`src/sv/assert_macros.svh`:
```
// Assertion macros shared by the formatter modules
`ifndef ASSERT_MACROS_SVH
`define ASSERT_MACROS_SVH

`ifndef SYNTHESIS

`define ASSERT_AT(lbl, clk, rst_n, prop) \
    lbl: assert property (@(posedge clk) disable iff (!rst_n) prop) \
        else $error("assertion failed");

`define ASSERT_NEVER(lbl, clk, rst_n, cond) \
    lbl: assert property (@(posedge clk) disable iff (!rst_n) !(cond)) \
        else $error("forbidden condition seen");

`else

`define ASSERT_AT(lbl, clk, rst_n, prop)

`define ASSERT_NEVER(lbl, clk, rst_n, cond)

`endif

`endif

```
`src/sv/i2a_pkg.sv`:
```
package i2a_pkg;

    localparam int VALUE_W  = 64;
    localparam int MAG_W    = 32;
    localparam int COUNT_W  = 31;
    localparam int NDIG_W   = 5;
    localparam int BCD_W    = 40;
    localparam int BITCNT_W = 5;

    localparam logic [1:0] OP_SIGNED   = 2'd0;
    localparam logic [1:0] OP_UNSIGNED = 2'd1;
    localparam logic [1:0] OP_HEX_LO   = 2'd2;
    localparam logic [1:0] OP_HEX_UP   = 2'd3;

    localparam logic [NDIG_W-1:0]   NDIG_HEX = 5'd16;
    localparam logic [NDIG_W-1:0]   NDIG_DEC = 5'd10;
    localparam logic [COUNT_W-1:0]  COUNT_MAX = 31'h7FFF_FFFF;
    localparam logic [BITCNT_W-1:0] BIT_LAST  = 5'd31;

    localparam logic [7:0] CHAR_ZERO  = 8'h30;
    localparam logic [7:0] CHAR_MINUS = 8'h2D;
    localparam logic [7:0] CHAR_A_LO  = 8'h57;  // 'a' - 10
    localparam logic [7:0] CHAR_A_UP  = 8'h37;  // 'A' - 10

    typedef struct packed {
        logic [1:0]         op;
        logic [VALUE_W-1:0] value;
        logic               restart_count;
    } in_word_t;

    typedef struct packed {
        logic [7:0]         character;
        logic               last;
        logic [COUNT_W-1:0] count;
    } out_word_t;

    typedef enum logic [2:0] {
        ST_IDLE,
        ST_CONV,
        ST_ALIGN,
        ST_STRIP,
        ST_SIGN,
        ST_EMIT
    } state_t;

    typedef struct packed {
        logic load;
        logic conv_step;
        logic align;
        logic strip;
        logic emit_sign;
        logic emit_digit;
    } cmd_t;

    typedef struct packed {
        logic is_hex;
        logic conv_last;
        logic top_zero;
        logic ndig_one;
        logic neg;
        logic out_free;
    } sts_t;

    function automatic logic [7:0] digit_char(input logic [3:0] d, input logic upper);
        logic [7:0] base;
        if (d < 4'd10) begin
            base = CHAR_ZERO;
        end else if (upper) begin
            base = CHAR_A_UP;
        end else begin
            base = CHAR_A_LO;
        end
        return base + {4'b0000, d};
    endfunction

endpackage

```
`src/sv/integer_to_ascii_formatter_core.sv`:
```
// Integer to ASCII formatter. Each input word carries an op (signed decimal,
// unsigned decimal, lower-case hex, upper-case hex), a 64-bit value and a
// restart_count flag; the core returns the number's characters one output
// word each, most significant first, no leading zeros, '-' before a negative
// signed value, last set on the final character and count giving the
// saturating running total of characters including this one. Decimal modes
// use value[31:0]. A decimal item goes through a shift-and-add-3 converter at
// one bit per cycle, then an align step that moves the BCD digits up, then
// one strip step per leading zero dropped; a hex item skips the converter
// and the align step. Characters leave one per cycle while m_ready is high.
// A new item is taken the cycle after the previous item's last character
// enters the output register.
module integer_to_ascii_formatter_core (
    input  logic                aclk,
    input  logic                aresetn,
    input  logic                s_valid,
    output logic                s_ready,
    input  i2a_pkg::in_word_t   s_data,
    output logic                m_valid,
    input  logic                m_ready,
    output i2a_pkg::out_word_t  m_data
);

    i2a_pkg::cmd_t cmd;
    i2a_pkg::sts_t sts;

    i2a_ctrl u_ctrl (
        .aclk    (aclk),
        .aresetn (aresetn),
        .s_valid (s_valid),
        .s_ready (s_ready),
        .sts     (sts),
        .cmd     (cmd)
    );

    i2a_dp u_dp (
        .aclk    (aclk),
        .aresetn (aresetn),
        .s_data  (s_data),
        .cmd     (cmd),
        .sts     (sts),
        .m_valid (m_valid),
        .m_ready (m_ready),
        .m_data  (m_data)
    );

endmodule

```
`src/sv/i2a_ctrl.sv`:
```
`include "assert_macros.svh"

module i2a_ctrl (
    input  logic           aclk,
    input  logic           aresetn,
    input  logic           s_valid,
    output logic           s_ready,
    input  i2a_pkg::sts_t  sts,
    output i2a_pkg::cmd_t  cmd
);

    i2a_pkg::state_t state_reg;
    i2a_pkg::state_t state_next;

    always_ff @(posedge aclk) begin
        if (!aresetn) begin
            state_reg <= i2a_pkg::ST_IDLE;
        end else begin
            state_reg <= state_next;
        end
    end

    always_comb begin
        state_next = state_reg;
        case (state_reg)
            i2a_pkg::ST_IDLE: begin
                if (s_valid) begin
                    state_next = sts.is_hex ? i2a_pkg::ST_STRIP : i2a_pkg::ST_CONV;
                end
            end
            i2a_pkg::ST_CONV: begin
                if (sts.conv_last) begin
                    state_next = i2a_pkg::ST_ALIGN;
                end
            end
            i2a_pkg::ST_ALIGN: begin
                state_next = i2a_pkg::ST_STRIP;
            end
            i2a_pkg::ST_STRIP: begin
                if (!(sts.top_zero && !sts.ndig_one)) begin
                    state_next = sts.neg ? i2a_pkg::ST_SIGN : i2a_pkg::ST_EMIT;
                end
            end
            i2a_pkg::ST_SIGN: begin
                if (sts.out_free) begin
                    state_next = i2a_pkg::ST_EMIT;
                end
            end
            i2a_pkg::ST_EMIT: begin
                if (sts.out_free && sts.ndig_one) begin
                    state_next = i2a_pkg::ST_IDLE;
                end
            end
            default: begin
                state_next = i2a_pkg::ST_IDLE;
            end
        endcase
    end

    always_comb begin
        cmd     = '0;
        s_ready = 1'b0;
        case (state_reg)
            i2a_pkg::ST_IDLE: begin
                s_ready  = 1'b1;
                cmd.load = s_valid;
            end
            i2a_pkg::ST_CONV: begin
                cmd.conv_step = 1'b1;
            end
            i2a_pkg::ST_ALIGN: begin
                cmd.align = 1'b1;
            end
            i2a_pkg::ST_STRIP: begin
                cmd.strip = sts.top_zero && !sts.ndig_one;
            end
            i2a_pkg::ST_SIGN: begin
                cmd.emit_sign = sts.out_free;
            end
            i2a_pkg::ST_EMIT: begin
                cmd.emit_digit = sts.out_free;
            end
            default: begin
                cmd = '0;
            end
        endcase
    end

    `ASSERT_AT(a_conv_to_align, aclk, aresetn, (state_reg == i2a_pkg::ST_CONV && sts.conv_last) |=> (state_reg == i2a_pkg::ST_ALIGN))
    `ASSERT_AT(a_sign_only_neg, aclk, aresetn, (state_reg == i2a_pkg::ST_SIGN) |-> sts.neg)

endmodule

```
`src/sv/i2a_dp.sv`:
```
`include "assert_macros.svh"

module i2a_dp (
    input  logic                aclk,
    input  logic                aresetn,
    input  i2a_pkg::in_word_t   s_data,
    input  i2a_pkg::cmd_t       cmd,
    output i2a_pkg::sts_t       sts,
    output logic                m_valid,
    input  logic                m_ready,
    output i2a_pkg::out_word_t  m_data
);

    logic                           upper_reg, upper_next;
    logic                           neg_reg, neg_next;
    logic [i2a_pkg::MAG_W-1:0]      bin_reg, bin_next;
    logic [i2a_pkg::VALUE_W-1:0]    digits_reg, digits_next;
    logic [i2a_pkg::NDIG_W-1:0]     ndig_reg, ndig_next;
    logic [i2a_pkg::BITCNT_W-1:0]   bitcnt_reg, bitcnt_next;
    logic [i2a_pkg::COUNT_W-1:0]    count_reg, count_next;
    logic                           m_valid_reg, m_valid_next;
    i2a_pkg::out_word_t             m_data_reg, m_data_next;

    logic                           in_hex;
    logic                           in_neg;
    logic [i2a_pkg::MAG_W-1:0]      in_mag;
    logic [i2a_pkg::BCD_W-1:0]      bcd_adj;
    logic [i2a_pkg::COUNT_W-1:0]    count_inc;
    logic [3:0]                     top_digit;

    assign in_hex    = s_data.op[1];
    assign in_mag    = s_data.value[i2a_pkg::MAG_W-1:0];
    assign in_neg    = (s_data.op == i2a_pkg::OP_SIGNED) && in_mag[i2a_pkg::MAG_W-1];
    assign top_digit = digits_reg[i2a_pkg::VALUE_W-1 -: 4];
    assign count_inc = (count_reg == i2a_pkg::COUNT_MAX) ? count_reg
                                                         : count_reg + 31'd1;

    // add 3 to every BCD digit of five or more before the shift
    always_comb begin
        for (int i = 0; i < i2a_pkg::BCD_W / 4; i++) begin
            if (digits_reg[i*4 +: 4] >= 4'd5) begin
                bcd_adj[i*4 +: 4] = digits_reg[i*4 +: 4] + 4'd3;
            end else begin
                bcd_adj[i*4 +: 4] = digits_reg[i*4 +: 4];
            end
        end
    end

    always_comb begin
        upper_next   = upper_reg;
        neg_next     = neg_reg;
        bin_next     = bin_reg;
        digits_next  = digits_reg;
        ndig_next    = ndig_reg;
        bitcnt_next  = bitcnt_reg;
        count_next   = count_reg;
        m_data_next  = m_data_reg;
        m_valid_next = m_valid_reg && !m_ready;

        if (cmd.load) begin
            upper_next  = (s_data.op == i2a_pkg::OP_HEX_UP);
            neg_next    = in_neg;
            bin_next    = in_neg ? (~in_mag + 32'd1) : in_mag;
            digits_next = in_hex ? s_data.value : '0;
            ndig_next   = in_hex ? i2a_pkg::NDIG_HEX : i2a_pkg::NDIG_DEC;
            bitcnt_next = '0;
            if (s_data.restart_count) begin
                count_next = '0;
            end
        end

        if (cmd.conv_step) begin
            digits_next[i2a_pkg::BCD_W-1:0] = {bcd_adj[i2a_pkg::BCD_W-2:0],
                                               bin_reg[i2a_pkg::MAG_W-1]};
            bin_next    = {bin_reg[i2a_pkg::MAG_W-2:0], 1'b0};
            bitcnt_next = bitcnt_reg + 5'd1;
        end

        // move the ten BCD digits up to the top of the digit register
        if (cmd.align) begin
            digits_next = {digits_reg[i2a_pkg::BCD_W-1:0],
                           {(i2a_pkg::VALUE_W - i2a_pkg::BCD_W){1'b0}}};
        end

        if (cmd.strip || cmd.emit_digit) begin
            digits_next = {digits_reg[i2a_pkg::VALUE_W-5:0], 4'b0000};
            ndig_next   = ndig_reg - 5'd1;
        end

        if (cmd.emit_sign) begin
            m_valid_next          = 1'b1;
            m_data_next.character = i2a_pkg::CHAR_MINUS;
            m_data_next.last      = 1'b0;
            m_data_next.count     = count_inc;
            count_next            = count_inc;
        end

        if (cmd.emit_digit) begin
            m_valid_next          = 1'b1;
            m_data_next.character = i2a_pkg::digit_char(top_digit, upper_reg);
            m_data_next.last      = (ndig_reg == 5'd1);
            m_data_next.count     = count_inc;
            count_next            = count_inc;
        end
    end

    always_ff @(posedge aclk) begin
        if (!aresetn) begin
            count_reg   <= '0;
            m_valid_reg <= 1'b0;
        end else begin
            count_reg   <= count_next;
            m_valid_reg <= m_valid_next;
        end
    end

    always_ff @(posedge aclk) begin
        upper_reg  <= upper_next;
        neg_reg    <= neg_next;
        bin_reg    <= bin_next;
        digits_reg <= digits_next;
        ndig_reg   <= ndig_next;
        bitcnt_reg <= bitcnt_next;
        m_data_reg <= m_data_next;
    end

    always_comb begin
        sts.is_hex    = in_hex;
        sts.conv_last = (bitcnt_reg == i2a_pkg::BIT_LAST);
        sts.top_zero  = (top_digit == 4'd0);
        sts.ndig_one  = (ndig_reg == 5'd1);
        sts.neg       = neg_reg;
        sts.out_free  = !m_valid_reg || m_ready;
    end

    assign m_valid = m_valid_reg;
    assign m_data  = m_data_reg;

    `ASSERT_AT(a_emit_into_free_slot, aclk, aresetn, (cmd.emit_digit || cmd.emit_sign) |-> (!m_valid_reg || m_ready))
    `ASSERT_NEVER(a_emit_without_digit, aclk, aresetn, cmd.emit_digit && (ndig_reg == 5'd0))

endmodule
```
`config.mk`:
```
export PLATFORM = sky130hd
export DESIGN_NAME = integer_to_ascii_formatter_core
export DESIGN_NICKNAME = d
export VERILOG_FILES = /design/src/sv/i2a_pkg.sv /design/src/sv/integer_to_ascii_formatter_core.sv /design/src/sv/i2a_ctrl.sv /design/src/sv/i2a_dp.sv
export VERILOG_INCLUDE_DIRS = /design/src /design/src/sv
export SDC_FILE = /design/constraint.sdc
export NUM_CORES = 1
export LEC_CHECK = 0
export BUFFER_PORTS_ARGS = -buffer_cell sky130_fd_sc_hd__buf_2
export CORE_ASPECT_RATIO = 0.7
export CORE_MARGIN = 2
export CORE_UTILIZATION = 30
export CTS_BUF_LIST = sky130_fd_sc_hd__clkbuf_8
export DETAILED_ROUTE_END_ITERATION = 10
export SETUP_SLACK_MARGIN = 0.1
export SYNTH_ARGS = -nofsm -noshare
export SYNTH_HDL_FRONTEND = slang
export SYNTH_SLANG_ARGS = --single-unit
```
`constraint.sdc`:
```
create_clock -name aclk -period 4.6 [get_ports aclk]
set_input_delay 0.46 -clock aclk [delete_from_list [all_inputs] [get_ports aclk]]
set_output_delay 0.46 -clock aclk [all_outputs]
set_load 0.005 [all_outputs]
```
# Yosys cells after proc, flatten, opt, wreduce, memory -nomap -nowiden
# Index checks and enable logic that the tools add are counted.
# word_totals
output_inout_bits	42
regBits	183
# op_classes
reduce_logical	22
n_lt_le_gt_ge	11
addsub	15
n_eq_ne	14
bitwise_logic	1
mux	50
# ops
op	count
2-to-1 mux 64 bit	4
2-to-1 mux 31 bit	5
2-to-1 mux 40 bit	3
2-to-1 mux 32 bit	3
>= comparator 4 x 3 -> 1 bit, second input constant	10
adder 4 x 2 -> 4 bit, second input constant	9
2-to-1 mux 4 bit	9
adder 32 x 1 -> 32 bit, second input constant	1
inverter 32 bit	1
adder 31 x 1 -> 31 bit, second input constant	1
== test 31 bit, second input constant	1
2-to-1 mux 5 bit	5
2-to-1 mux 3 bit	6
one-hot mux 3 bit (6 select lines)	1
2-to-1 mux 8 bit	2
2-to-1 mux 1 bit	10
nonzero test 3 bit	3
adder 8 x 4 -> 8 bit	1
2-to-1 mux 7 bit	1
== test 3 x 2 -> 1 bit, second input constant	2
== test 3 bit, second input constant	2
!= test 2 bit, second input constant	3
nonzero test 2 bit	3
adder 5 x 1 -> 5 bit, second input constant	1
19 further kinds	26

# Depth between registers and ports, before layout
# Gate-level depths: netlist of run 1.
# logic_depth
ltp_word	6
mapped_depth	9

# Cells and area by module
# A second synthesis of run 1 with hierarchy kept.
# hier_totals
cells_unflattened	1143
hier_area_um2	10879.2
# modules_own_cells
module	cells_per_inst	n_inst	area_each_um2
i2a_dp	1105	1	10596.4
i2a_ctrl	38	1	282.8

# Worst setup path before layout of run 1
# No wires, ideal clock.
# synth_path
kind	register -> register
from	register u_ctrl.state_reg[2]
to	register u_dp.digits_reg[10] in the netlist's numbering (enable)
path_slack_ns	1.123
path_buffers	1
stages_incl_launch_ff	8
setup_ns	0.394
required_time_ns	4.206
arrival_time_ns	3.083
synth_period_minus_slack_ns	3.477
path_cell_list	dfxtp_1 -> clkbuf_1 -> nor2b_1 -> nand2_1 -> inv_1 -> o21a_1 -> nor2_1 -> nand2_1
# synth_between
elab_chain_cells	4
elab_cells_between_ends	12
classes_between	eq/ne (4); mux (5); reduce/logical (3)
# synth_rtl
element	line	source
start, declared	i2a_ctrl.sv:12	i2a_pkg::state_t state_reg;
start signal, assigned	i2a_ctrl.sv:17	state_reg <= i2a_pkg::ST_IDLE;
start signal, assigned	i2a_ctrl.sv:19	state_reg <= state_next;
== test 3 x 2 -> 1 bit or == test 3 bit (tied branches)	i2a_ctrl.sv:63	case (state_reg)
2-to-1 mux 1 bit	i2a_ctrl.sv:63	
logical OR 1 bit	i2a_dp.sv:85	if (cmd.strip || cmd.emit_digit) begin
nonzero test 4 bit (no source line) *	n/a	
end signal, assigned	i2a_dp.sv:121	digits_reg <= digits_next;
end, declared	i2a_dp.sv:17	logic [i2a_pkg::VALUE_W-1:0] digits_reg, digits_next;
# Mark *: on every way between the ends. The rest lies on a longest branch, timed or not.
# A chain may end at the register's enable or synchronous reset.

# Final worst setup path of run 1
# layout_path
from	register u_dp.ndig_reg[1] in the netlist's numbering
to	register u_dp.digits_reg[23] in the netlist's numbering (enable)
# layout_between
elab_chain_cells	6
# layout_rtl
element	line	source
start, declared	i2a_dp.sv:18	logic [i2a_pkg::NDIG_W-1:0] ndig_reg, ndig_next;
start signal, assigned	i2a_dp.sv:122	ndig_reg <= ndig_next;
== test 5 x 1 -> 1 bit	i2a_dp.sv:131	sts.ndig_one = (ndig_reg == 5'd1);
logical NOT 1 bit	i2a_ctrl.sv:75	cmd.strip = sts.top_zero && !sts.ndig_one;
logical AND 1 bit	i2a_ctrl.sv:75	
2-to-1 mux 1 bit	i2a_ctrl.sv:63	
logical OR 1 bit	i2a_dp.sv:85	
nonzero test 4 bit (no source line)	n/a	
# No other way between the ends.

==> results of run 1 <==
-- metrics by stage --
step / setup WS [ps] / std cells / power [mW]
global placement: 1610 / 1648 / 5.60
finish: 1510 / 1680 / 6.84
detailed placement: 1540 / 1648 / 5.68
floorplan: 1120 / 1128 / 4.82
global route: 1210 / 1680 / 7.29
CTS: 1510 / 1680 / 6.85
-- cell usage in the layout (no fill, tap or decap), types with 38 or more instances in the layout --
master / n
nor2_1: 95
edfxtp_1: 143
nand3_1: 65
a21oi_1: 74
xor2_1: 39
dfxtp_1: 40
nand2_1: 114
buf_2: 112
inv_1: 38
o21ai_0: 73
-- final cells by class --
cell class,instances,share of cell area (%)
Timing Repair Buffer,126,5.59
Sequential cell,183,42.0
Tap cell,472,4.87
Multi-Input combinational cell,827,42.9
Clock inverter,15,1.50
Inverter,40,1.24
Clock buffer,17,1.93
-- layer usage --
metal	part of all wire, %	up-vias	GRT usage, %
li1	-	4317	-
met1	51	4293	24.2
met2	42	263	23.0
met3	5.9	25	3.44
met4	1.1	0	3.72
met5	0	-	0
-- power breakdown --
part	internal [mW]	total [mW]	switching [mW]
sequential	2.61	3.10	0.484
clock	0.462	1.17	0.705
combinational	0.957	2.58	1.62
total	4.03	6.84	2.81
-- critical path, delay by kind of cell (launching register included) --
family	cells	cell delay (ps)
AOI/OAI and AO/OA	1	170
and+or+nand+nor	4	1500
adders and majority gates	1	130
buffers and inverters	3	590
DFF	1	400
-- logic make-up (layout without fill, tap and decap cells) --
group	count (synthesis)	count (layout)	synth area share, %
other	1	1	0.0350
muxes	17	17	1.66
AOI/OAI and AO/OA	299	299	18.0
adders and majority gates	29	29	3.46
buffers and inverters	118	198	4.28
DFF	183	183	47.5
xor gates and xnor gates	73	73	5.97
and+or+nand+nor	408	408	19.1
-- how the worst min path moves through the flow --
stage	slack, ps	start	end
2_1_floorplan	420	u_dp.bin_reg[0]	u_dp.bin_reg[0]
3_3_place_gp	450	u_dp.bin_reg[0]	u_dp.bin_reg[0]
3_5_place_dp	450	u_dp.bin_reg[0]	u_dp.bin_reg[0]
4_1_cts	210	s_data[65]	u_dp.upper_reg
5_1_grt	220	s_data[65]	u_dp.upper_reg
6_report	250	aresetn	u_ctrl.state_reg[1]
==> reports/results.tsv, run 1 <==
metric	value	unit
count of input and output buffers	112	
Main synth FF type	edfxtp_1	
clock sinks	183	
worst path required time	4850	ps
Max VDD drop	0.262	mV
synthesized area per cell	9.50	sq um
initial antenna violation count	0	
Worst-path clk slew	100	ps
CTS tree	done	
clock root cell	clkbuf_8	
fin area	12100	sq um
worst stage delay on the critical path	510	ps
row cnt	57	
max-slew violation count	0	
pin count of the biggest net entering global routing	68	
status	finished clean	
Crit. Startpoint	u_dp.ndig_reg[1]	
Final Critical Period	3090	ps
Power Dens Cells	564	nW/um^2
Final Setup Violations	0	
Syn Nets	1228	
Slew @ Worst Pin	1080	ps
mapped cell area	10700	sq um
Critical Path End	u_dp.digits_reg[23]	
Die Area	37300	sq um
critical path data arrival time	3340	ps
DR DRC count	0	
most numerous cell in the Yosys netlist	edfxtp_1	
Reg2Reg Setup Slack	1510	ps
fraction of layout cells with a size suffix above 1	16.2	%
cts repair resizes	0	
most frequent cells after synthesis	edfxtp_1 (143), nand2_1 (114), nor2_1 (95), a21oi_1 (74), o21ai_0 (73)	
clk_lat worst skew	520	ps
worst rel slew slack	28.2	%
max cap viols	0	
Multi-input gate area	5200	sq um
first-pass GRT wire length	46700	microns
initial DRC count	711	
crit-path cells	inv_1 > ha_1 > or4b_1 > and3_1 > o21a_1 > buf_4 > nor2_1 > nand2_1 > buf_12	
Final Hold Viols	0	
Initial Util	30.7	%
leading area contributor after synthesis	edfxtp_1	
Hold WC Path Type	in -> reg	
Die Width	230	microns
YS warnings	0	
GR Util All Layers	16.0	%
r2r startpoint	u_dp.ndig_reg[1]	
Layout Utilization	34.7	%
number of global-route vias before repair	8220	
GRT Residual Overflow	0	
post-CTS setup repair buffer count	0	
max FFs per register	64	
unrepaired setup endpoints after global routing	no	
I/O pin count	113	
Syn Inst Count	1128	
register area	5090	sq um
Synth Register Bits	183	
CTS Hold Bufs	0	
Crit Path Class	reg -> reg	
dpl hpwl	21000	microns
period utilization	67.2	%
filler cell count in the final layout	3609	
H-tree level count	4	
Vias/cell	5.30	
main area contributors after synthesis	edfxtp_1 (40%), dfxtp_1 (7.5%), nand2_1 (4.0%), a21oi_1 (3.5%), o21ai_0 (3.4%)	
r2r endpoint	u_dp.digits_reg[23]	
Die H	162	microns
CP max stage cell	or4b_1	
CTS Buf Count	17	
Synth top area share	40.1	%
WHS Path Cells	2	
P_leak	4.49	nW
Routed Antenna Nets	0	
crit start category	flip-flop	
drt total wl	29800	microns
antenna diode count	0	
final hold slack	247	ps
Final GP Congestion	0.837	
sequential element share of the synthesized area	47.5	%
CP Max Fanout	27	
Post-synth EDFFs	143	
fmax	0.323	GHz
Distinct cells, synth	70	
Pre-antenna DRT Iters	5	
Core Area	34900	sq um
R2R depth	9	
vias post-DR	8898	
Critical Path Sink Type	flip-flop	
Layout Nets	1295	
Clock Skew	16.0	ps
async set-reset flop share out of synthesis	0	%
area delta synth->final	13.2	%
dpl cell area	11700	sq um
WL/cell	17.7	microns
setup TNS	0	ps
Longest Clk Path Bufs	2	
Power figures use the tool's default switching activity.
==> run 2: changes to the inputs <==
--- a/config.mk
+++ b/config.mk
@@ -6,6 +6,7 @@
 export SDC_FILE = /design/constraint.sdc
 export NUM_CORES = 1
 export LEC_CHECK = 0
+export ABC_AREA = 1
 export BUFFER_PORTS_ARGS = -buffer_cell sky130_fd_sc_hd__buf_2
 export CORE_ASPECT_RATIO = 0.7
 export CORE_MARGIN = 2
==> constraint.sdc (replaced) <==
create_clock -name aclk -period 3.18 [get_ports aclk]
set_input_delay 0.318 -clock aclk [delete_from_list [all_inputs] [get_ports aclk]]
set_output_delay 0.318 -clock aclk [all_outputs]
set_load 0.005 [all_outputs]
==> reports/results.tsv, run 2 <==
metric	value	unit	change
I/O pin count	113		unchanged
final hold slack	88.4	ps	was 247 ps
most frequent cells after synthesis	nand2_1 (400), inv_1 (144), edfxtp_1 (143), nand3_1 (140), o21ai_0 (138)		was edfxtp_1 (143), nand2_1 (114), nor2_1 (95), a21oi_1 (74), o21ai_0 (73)
XOR/XNOR Fraction of Synth Area	1.12	%	was 5.97%
CTS tree	done		unchanged
number of global-route vias before repair	9336		was 8,220
filler cell count in the final layout	3788		was 3,609
unrepaired setup endpoints after global routing	no		unchanged
WL/cell	16.1	microns	was 17.7 microns
Crit Path Class	reg -> reg		unchanged
DR DRC count	0		unchanged
main area contributors after synthesis	edfxtp_1 (39%), nand2_1 (14%), dfxtp_1 (7.3%), nand3_1 (6.4%), o21ai_0 (6.3%)		was edfxtp_1 (40%), dfxtp_1 (7.5%), nand2_1 (4.0%), a21oi_1 (3.5%), o21ai_0 (3.4%)
post-CTS setup repair buffer count	0		unchanged
Final Critical Period	2430	ps	was 3090 ps
commonest cells after routing, fill and taps aside	nand2_1 (399), inv_1 (146), edfxtp_1 (143), nand3_1 (140), o21ai_0 (138)		was edfxtp_1 (143), nand2_1 (114), buf_2 (112), nor2_1 (95), a21oi_1 (74)
Slew @ Worst Pin	1220	ps	was 1080 ps
Routed Antenna Nets	0		unchanged
Layout Nets	1624		was 1,295
YS warnings	0		unchanged
Syn Nets	1532		was 1,228
Synth top area share	39.2	%	was 40.1%
most common cell after layout, fill and taps aside	nand2_1		was edfxtp_1
GR Util All Layers	17.2	%	was 16.0%
status	finished clean		unchanged
Clock Skew	18.1	ps	was 16.0 ps
row cnt	58		was 57
async set-reset flop share out of synthesis	0	%	unchanged
Max VDD drop	0.446	mV	was 0.262 mV
CTS Buf Count	17		unchanged
count of input and output buffers	112		unchanged
vias post-DR	10200		was 8,898
initial DRC count	947		was 711
clk_lat worst skew	500	ps	was 520 ps
Syn Inst Count	1432		was 1,128
dpl cell area	12000	sq um	was 11,700 sq um
Die Area	38100	sq um	was 37,300 sq um
fin area	12400	sq um	was 12,100 sq um
CTS Hold Bufs	0		unchanged
initial antenna violation count	0		unchanged
Synth Register Bits	183		unchanged
crit start category	flip-flop		unchanged
synthesized area per cell	7.65	sq um	was 9.50 sq um
H-tree level count	4		unchanged
mux share of post-synthesis cell area	0	%	was 1.66%
Power Dens Cells	810	nW/um^2	was 564 nW/um^2
antenna diode count	0		unchanged
r2r startpoint	u_dp.count_reg[0]		was u_dp.ndig_reg[1]
clock root cell	clkbuf_8		unchanged
Final Setup Violations	0		unchanged
sequential element share of the synthesized area	46.5	%	was 47.5%
Final GP Congestion	0.900		was 0.837
pin count of the biggest net entering global routing	64		was 68
max cap viols	0		unchanged
Post-synth EDFFs	143		unchanged
critical path data arrival time	2850	ps	was 3340 ps
Tot Pwr	10.1	mW	was 6.84 mW
Die H	164	microns	was 162 microns
Final Hold Viols	0		unchanged
setup TNS	0	ps	unchanged
simple-gate area share of the yosys netlist	28.0	%	was 19.1%
Worst-path clk slew	110	ps	was 100 ps
fraction of layout cells with a size suffix above 1	13.1	%	was 16.2%
drt total wl	32500	microns	was 29,800 microns
Initial Util	30.5	%	was 30.7%
GRT Residual Overflow	0		unchanged
most numerous cell in the Yosys netlist	nand2_1		was edfxtp_1
worst path required time	3590	ps	was 4850 ps
Hold WC Path Type	in -> reg		unchanged
max-slew violation count	0		unchanged
Compound-Gate Fraction of Synth Area	13.6	%	was 18.0%
Vias/cell	5.03		was 5.30
leading area contributor after synthesis	edfxtp_1		unchanged
CP Max Fanout	29		was 27
area delta synth->final	13.4	%	was 13.2%
adder-cell share of the synthesized area	3.38	%	was 3.46%
Critical Path Sink Type	flip-flop		unchanged
first-pass GRT wire length	50700	microns	was 46,700 microns
clock sinks	183		unchanged
worst rel slew slack	18.8	%	was 28.2%
Crit. Startpoint	u_dp.count_reg[0]		was u_dp.ndig_reg[1]
largest family of logic cells by synthesized area	simple AND/OR/NAND/NOR gates		unchanged
Longest Clk Path Bufs	2		unchanged
fmax	0.411	GHz	was 0.323 GHz
Main synth FF type	edfxtp_1		unchanged
Distinct cells, synth	42		was 70
min-delay src	aresetn		unchanged
cts repair resizes	0		unchanged
P_leak	5.00	nW	was 4.49 nW
Pre-antenna DRT Iters	5		unchanged
dpl hpwl	23700	microns	was 21,000 microns
Core Area	35900	sq um	was 34,900 sq um
mapped cell area	11000	sq um	was 10,700 sq um
max FFs per register	64		unchanged
period utilization	76.6	%	was 67.2%
Die Width	232	microns	was 230 microns
-- run 2: final cells by class --
type	count	area [sq um]	share of cell area [%]
Tap cell	480	601	4.83
Timing Repair Buffer	126	703	5.66
Multi-Input combinational cell	1044	5060	40.8
Clock buffer	17	234	1.88
Clock inverter	15	160	1.29
Sequential cell	183	5090	41.0
Inverter	152	571	4.59
-- run 2: stage by stage --
step | instances | utilization [%] | setup slack, ps
6_report | 2017 | 34.6 | 745
4_1_cts | 2017 | 34.6 | 778
3_5_place_dp | 1985 | 33.5 | 742
2_1_floorplan | 1432 | - | 452
3_3_place_gp | 1985 | 33.5 | 764
5_1_grt | 2017 | 34.6 | 485
-- run 2: worst paths after layout --
kind                            slack [ps]                   to  cells after the start
worst max-delay path                   750   u_dp.count_reg[25]                      9
worst min-delay path                    90  u_ctrl.state_reg[1]                      3
worst max register to register         750   u_dp.count_reg[25]                      9
worst min register to register         460   u_dp.digits_reg[0]                      2
-- run 2: where the power goes --
| group | internal [mW] | switching, mW | total [mW] | leakage (nW) |
|---|---|---|---|---|
| logic | 1.21 | 2.78 | 3.99 | 3.08 |
| registers | 3.89 | 0.523 | 4.41 | 1.71 |
| clock network | 0.659 | 1.01 | 1.67 | 0.211 |
| total | 5.76 | 4.31 | 10.1 | 5.00 |
-- run 2: critical path, stage by stage, from the launching register on --
cell     delay (ps)
dfxtp_1         460
ha_1            280
inv_1           120
nor2_4          160
nand2_2         110
nor2_4          190
nand2_2         480
nand3_1         330
nand2_1          80
a21oi_1         130
-- run 2: layer usage --
| metal | part of all wire, % | track usage, % | wire, microns | vias to the layer above |
|---|---|---|---|---|
| li1 | - | - | - | 4991 |
| met1 | 50 | 26.0 | 16200 | 4756 |
| met2 | 41 | 24.8 | 13400 | 375 |
| met3 | 7.3 | 2.93 | 2370 | 33 |
| met4 | 1.6 | 4.87 | 514 | 0 |
| met5 | 0 | 0 | 0 | - |
-- run 2: cells by family after synthesis --
kind of cell	after synthesis
simple gates	722
compound gates	278
buf+inv	205
flops	183
fa+ha+maj	29
xor+xnor	14
other cells	1
==> run 3: changes to the inputs <==
==> constraint.sdc (replaced) <==
create_clock -name aclk -period 2.4 [get_ports aclk]
set_input_delay 0.24 -clock aclk [delete_from_list [all_inputs] [get_ports aclk]]
set_output_delay 0.24 -clock aclk [all_outputs]
set_load 0.005 [all_outputs]
==> reports/results.tsv, run 3 (synthesis gave the netlist of run 2 again) <==
metric	value	unit	change
dpl hpwl	24000	microns	was 23,700 microns
period utilization	87.7	%	was 76.6%
Die H	164	microns	unchanged
first-pass GRT wire length	51000	microns	was 50,700 microns
CTS Buf Count	17		unchanged
Routed Antenna Nets	0		unchanged
Power Dens Cells	1060	nW/um^2	was 810 nW/um^2
Hold WC Path Type	in -> reg		unchanged
crit-path cells	ha_1 > inv_1 > nor2_4 > nand2_2 > nor2_4 > nand2_2 > buf_4 > nand3_1 > nand2_1 > a21oi_1		was ha_1 > inv_1 > nor2_4 > nand2_2 > nor2_4 > nand2_2 > nand3_1 > nand2_1 > a21oi_1
row cnt	58		unchanged
Final GP Congestion	0.948		was 0.900
DR DRC count	0		unchanged
max-slew violation count	0		unchanged
WL/cell	15.9	microns	was 16.1 microns
Layout Nets	1635		was 1,624
CTS tree	done		unchanged
max cap viols	0		unchanged
Die Width	232	microns	unchanged
fraction of layout cells with a size suffix above 1	13.8	%	was 13.1%
count of input and output buffers	112		unchanged
Crit Path Class	reg -> reg		unchanged
CP max stage cell	dfxtp_1		was nand2_2
Crit. Startpoint	u_dp.count_reg[1]		was u_dp.count_reg[0]
CP Max Fanout	23		was 29
Final Setup Violations	0		unchanged
Vias/cell	4.98		was 5.03
Critical Path Sink Type	flip-flop		unchanged
worst path required time	2840	ps	was 3590 ps
H-tree level count	4		unchanged
Pre-antenna DRT Iters	5		unchanged
Core Area	35900	sq um	unchanged
commonest cells after routing, fill and taps aside	nand2_1 (398), inv_1 (145), edfxtp_1 (143), nand3_1 (139), o21ai_0 (138)		was nand2_1 (399), inv_1 (146), edfxtp_1 (143), nand3_1 (140), o21ai_0 (138)
Die Area	38100	sq um	unchanged
Max VDD drop	0.566	mV	was 0.446 mV
status	finished clean		unchanged
pin count of the biggest net entering global routing	75		was 64
initial antenna violation count	0		unchanged
initial DRC count	1027		was 947
crit start category	flip-flop		unchanged
clock sinks	183		unchanged
setup TNS	0	ps	unchanged
fmax	0.475	GHz	was 0.411 GHz
drt total wl	32300	microns	was 32,500 microns
filler cell count in the final layout	3831		was 3,788
most common cell after layout, fill and taps aside	nand2_1		unchanged
Worst-path clk slew	110	ps	about the same
unrepaired setup endpoints after global routing	no		unchanged
post-CTS setup repair buffer count	0		unchanged
Final Critical Period	2110	ps	was 2430 ps
clk_lat worst skew	500	ps	about the same
Clock Skew	14.2	ps	was 18.1 ps
Initial Util	30.5	%	unchanged
worst stage delay on the critical path	410	ps	was 480 ps
GR Util All Layers	17.2	%	about the same
Slew @ Worst Pin	659	ps	was 1220 ps
Longest Clk Path Bufs	2		unchanged
Final Hold Viols	0		unchanged
area delta synth->final	14.2	%	was 13.4%
critical path data arrival time	2540	ps	was 2850 ps
delay-heaviest family, CP	simple AND/OR/NAND/NOR gates		unchanged
cts repair resizes	0		unchanged
vias post-DR	10100		was 10,200
GRT Residual Overflow	0		unchanged
clock root cell	clkbuf_8		unchanged
final hold slack	73.9	ps	was 88.4 ps
CP bufs+invs	2		was 1
r2r startpoint	u_dp.count_reg[1]		was u_dp.count_reg[0]
min-delay src	s_data[1]		was aresetn
antenna diode count	0		unchanged
number of global-route vias before repair	9166		was 9,336
worst rel slew slack	56.0	%	was 18.8%
P_leak	5.05	nW	was 5.00 nW
max FFs per register	64		unchanged
I/O pin count	113		unchanged
run 3: changes by cell type in the layout (fill, tap and decap cells not counted), sizes merged:
cell / previous run / this run
dlygate4sd3: 0 / 1
inv: 163 / 162
clkinv: 3 / 5
buf: 126 / 136
bufinv: 1 / 0
run 3: path summary, 6_finish.rpt:
check / slack, ps / endpoint / cells after the start
hold / removal: 70 / u_dp.digits_reg[0] / 3
setup / recovery: 290 / u_dp.count_reg[17] / 10
hold reg to reg: 480 / u_dp.count_reg[30] / 2
setup reg to reg: 290 / u_dp.count_reg[17] / 10
run 3: layout make-up:
type / count / area (sq um) / area share, %
inverter: 152 / 571 / 4.56
clock buffer: 17 / 234 / 1.87
sequential: 183 / 5090 / 40.7
timing repair buffer: 137 / 801 / 6.40
clock inverter: 15 / 135 / 1.08
tap: 480 / 601 / 4.80
multi-input combinational: 1044 / 5080 / 40.6
run 3: power breakdown:
part,internal [mW],switching [mW],leakage [nW]
registers,5.15,0.682,1.71
clock network,0.763,1.32,0.195
logic,1.69,3.68,3.14
total,7.60,5.68,5.05
run 3: worst register-to-register path, stage by stage, from the launching register on:
cell	delay, ps
dfxtp_1	410
ha_1	290
inv_1	120
nor2_4	160
nand2_2	100
nor2_4	190
nand2_2	140
buf_4	270
nand3_1	180
nand2_1	60
a21oi_1	120
run 3: what timing repair did:
item,in CTS,in global routing
hold buffers,1,0
setup endpoints to repair,0,0
hold endpoints to repair,2,0
run 3: routing by layer:
layer	track usage (%)	part of all wire [%]	vias to the layer above
met5	0	0	-
met4	3.50	0.79	0
met3	3.13	7.0	19
met2	24.4	41	355
met1	26.7	51	4718
li1	-	-	5009
run 3: stage by stage:
stage	util, %	instance area (sq um)	std cells	setup WS [ps]	power (mW)
finish	34.8	12500	2028	294	13.3
global placement	33.8	12100	1995	368	11.1
floorplan	-	11000	1432	230	9.34
CTS	34.8	12500	2028	290	13.4
detailed placement	33.8	12100	1995	334	11.3
global route	34.8	12500	2028	109	14.4
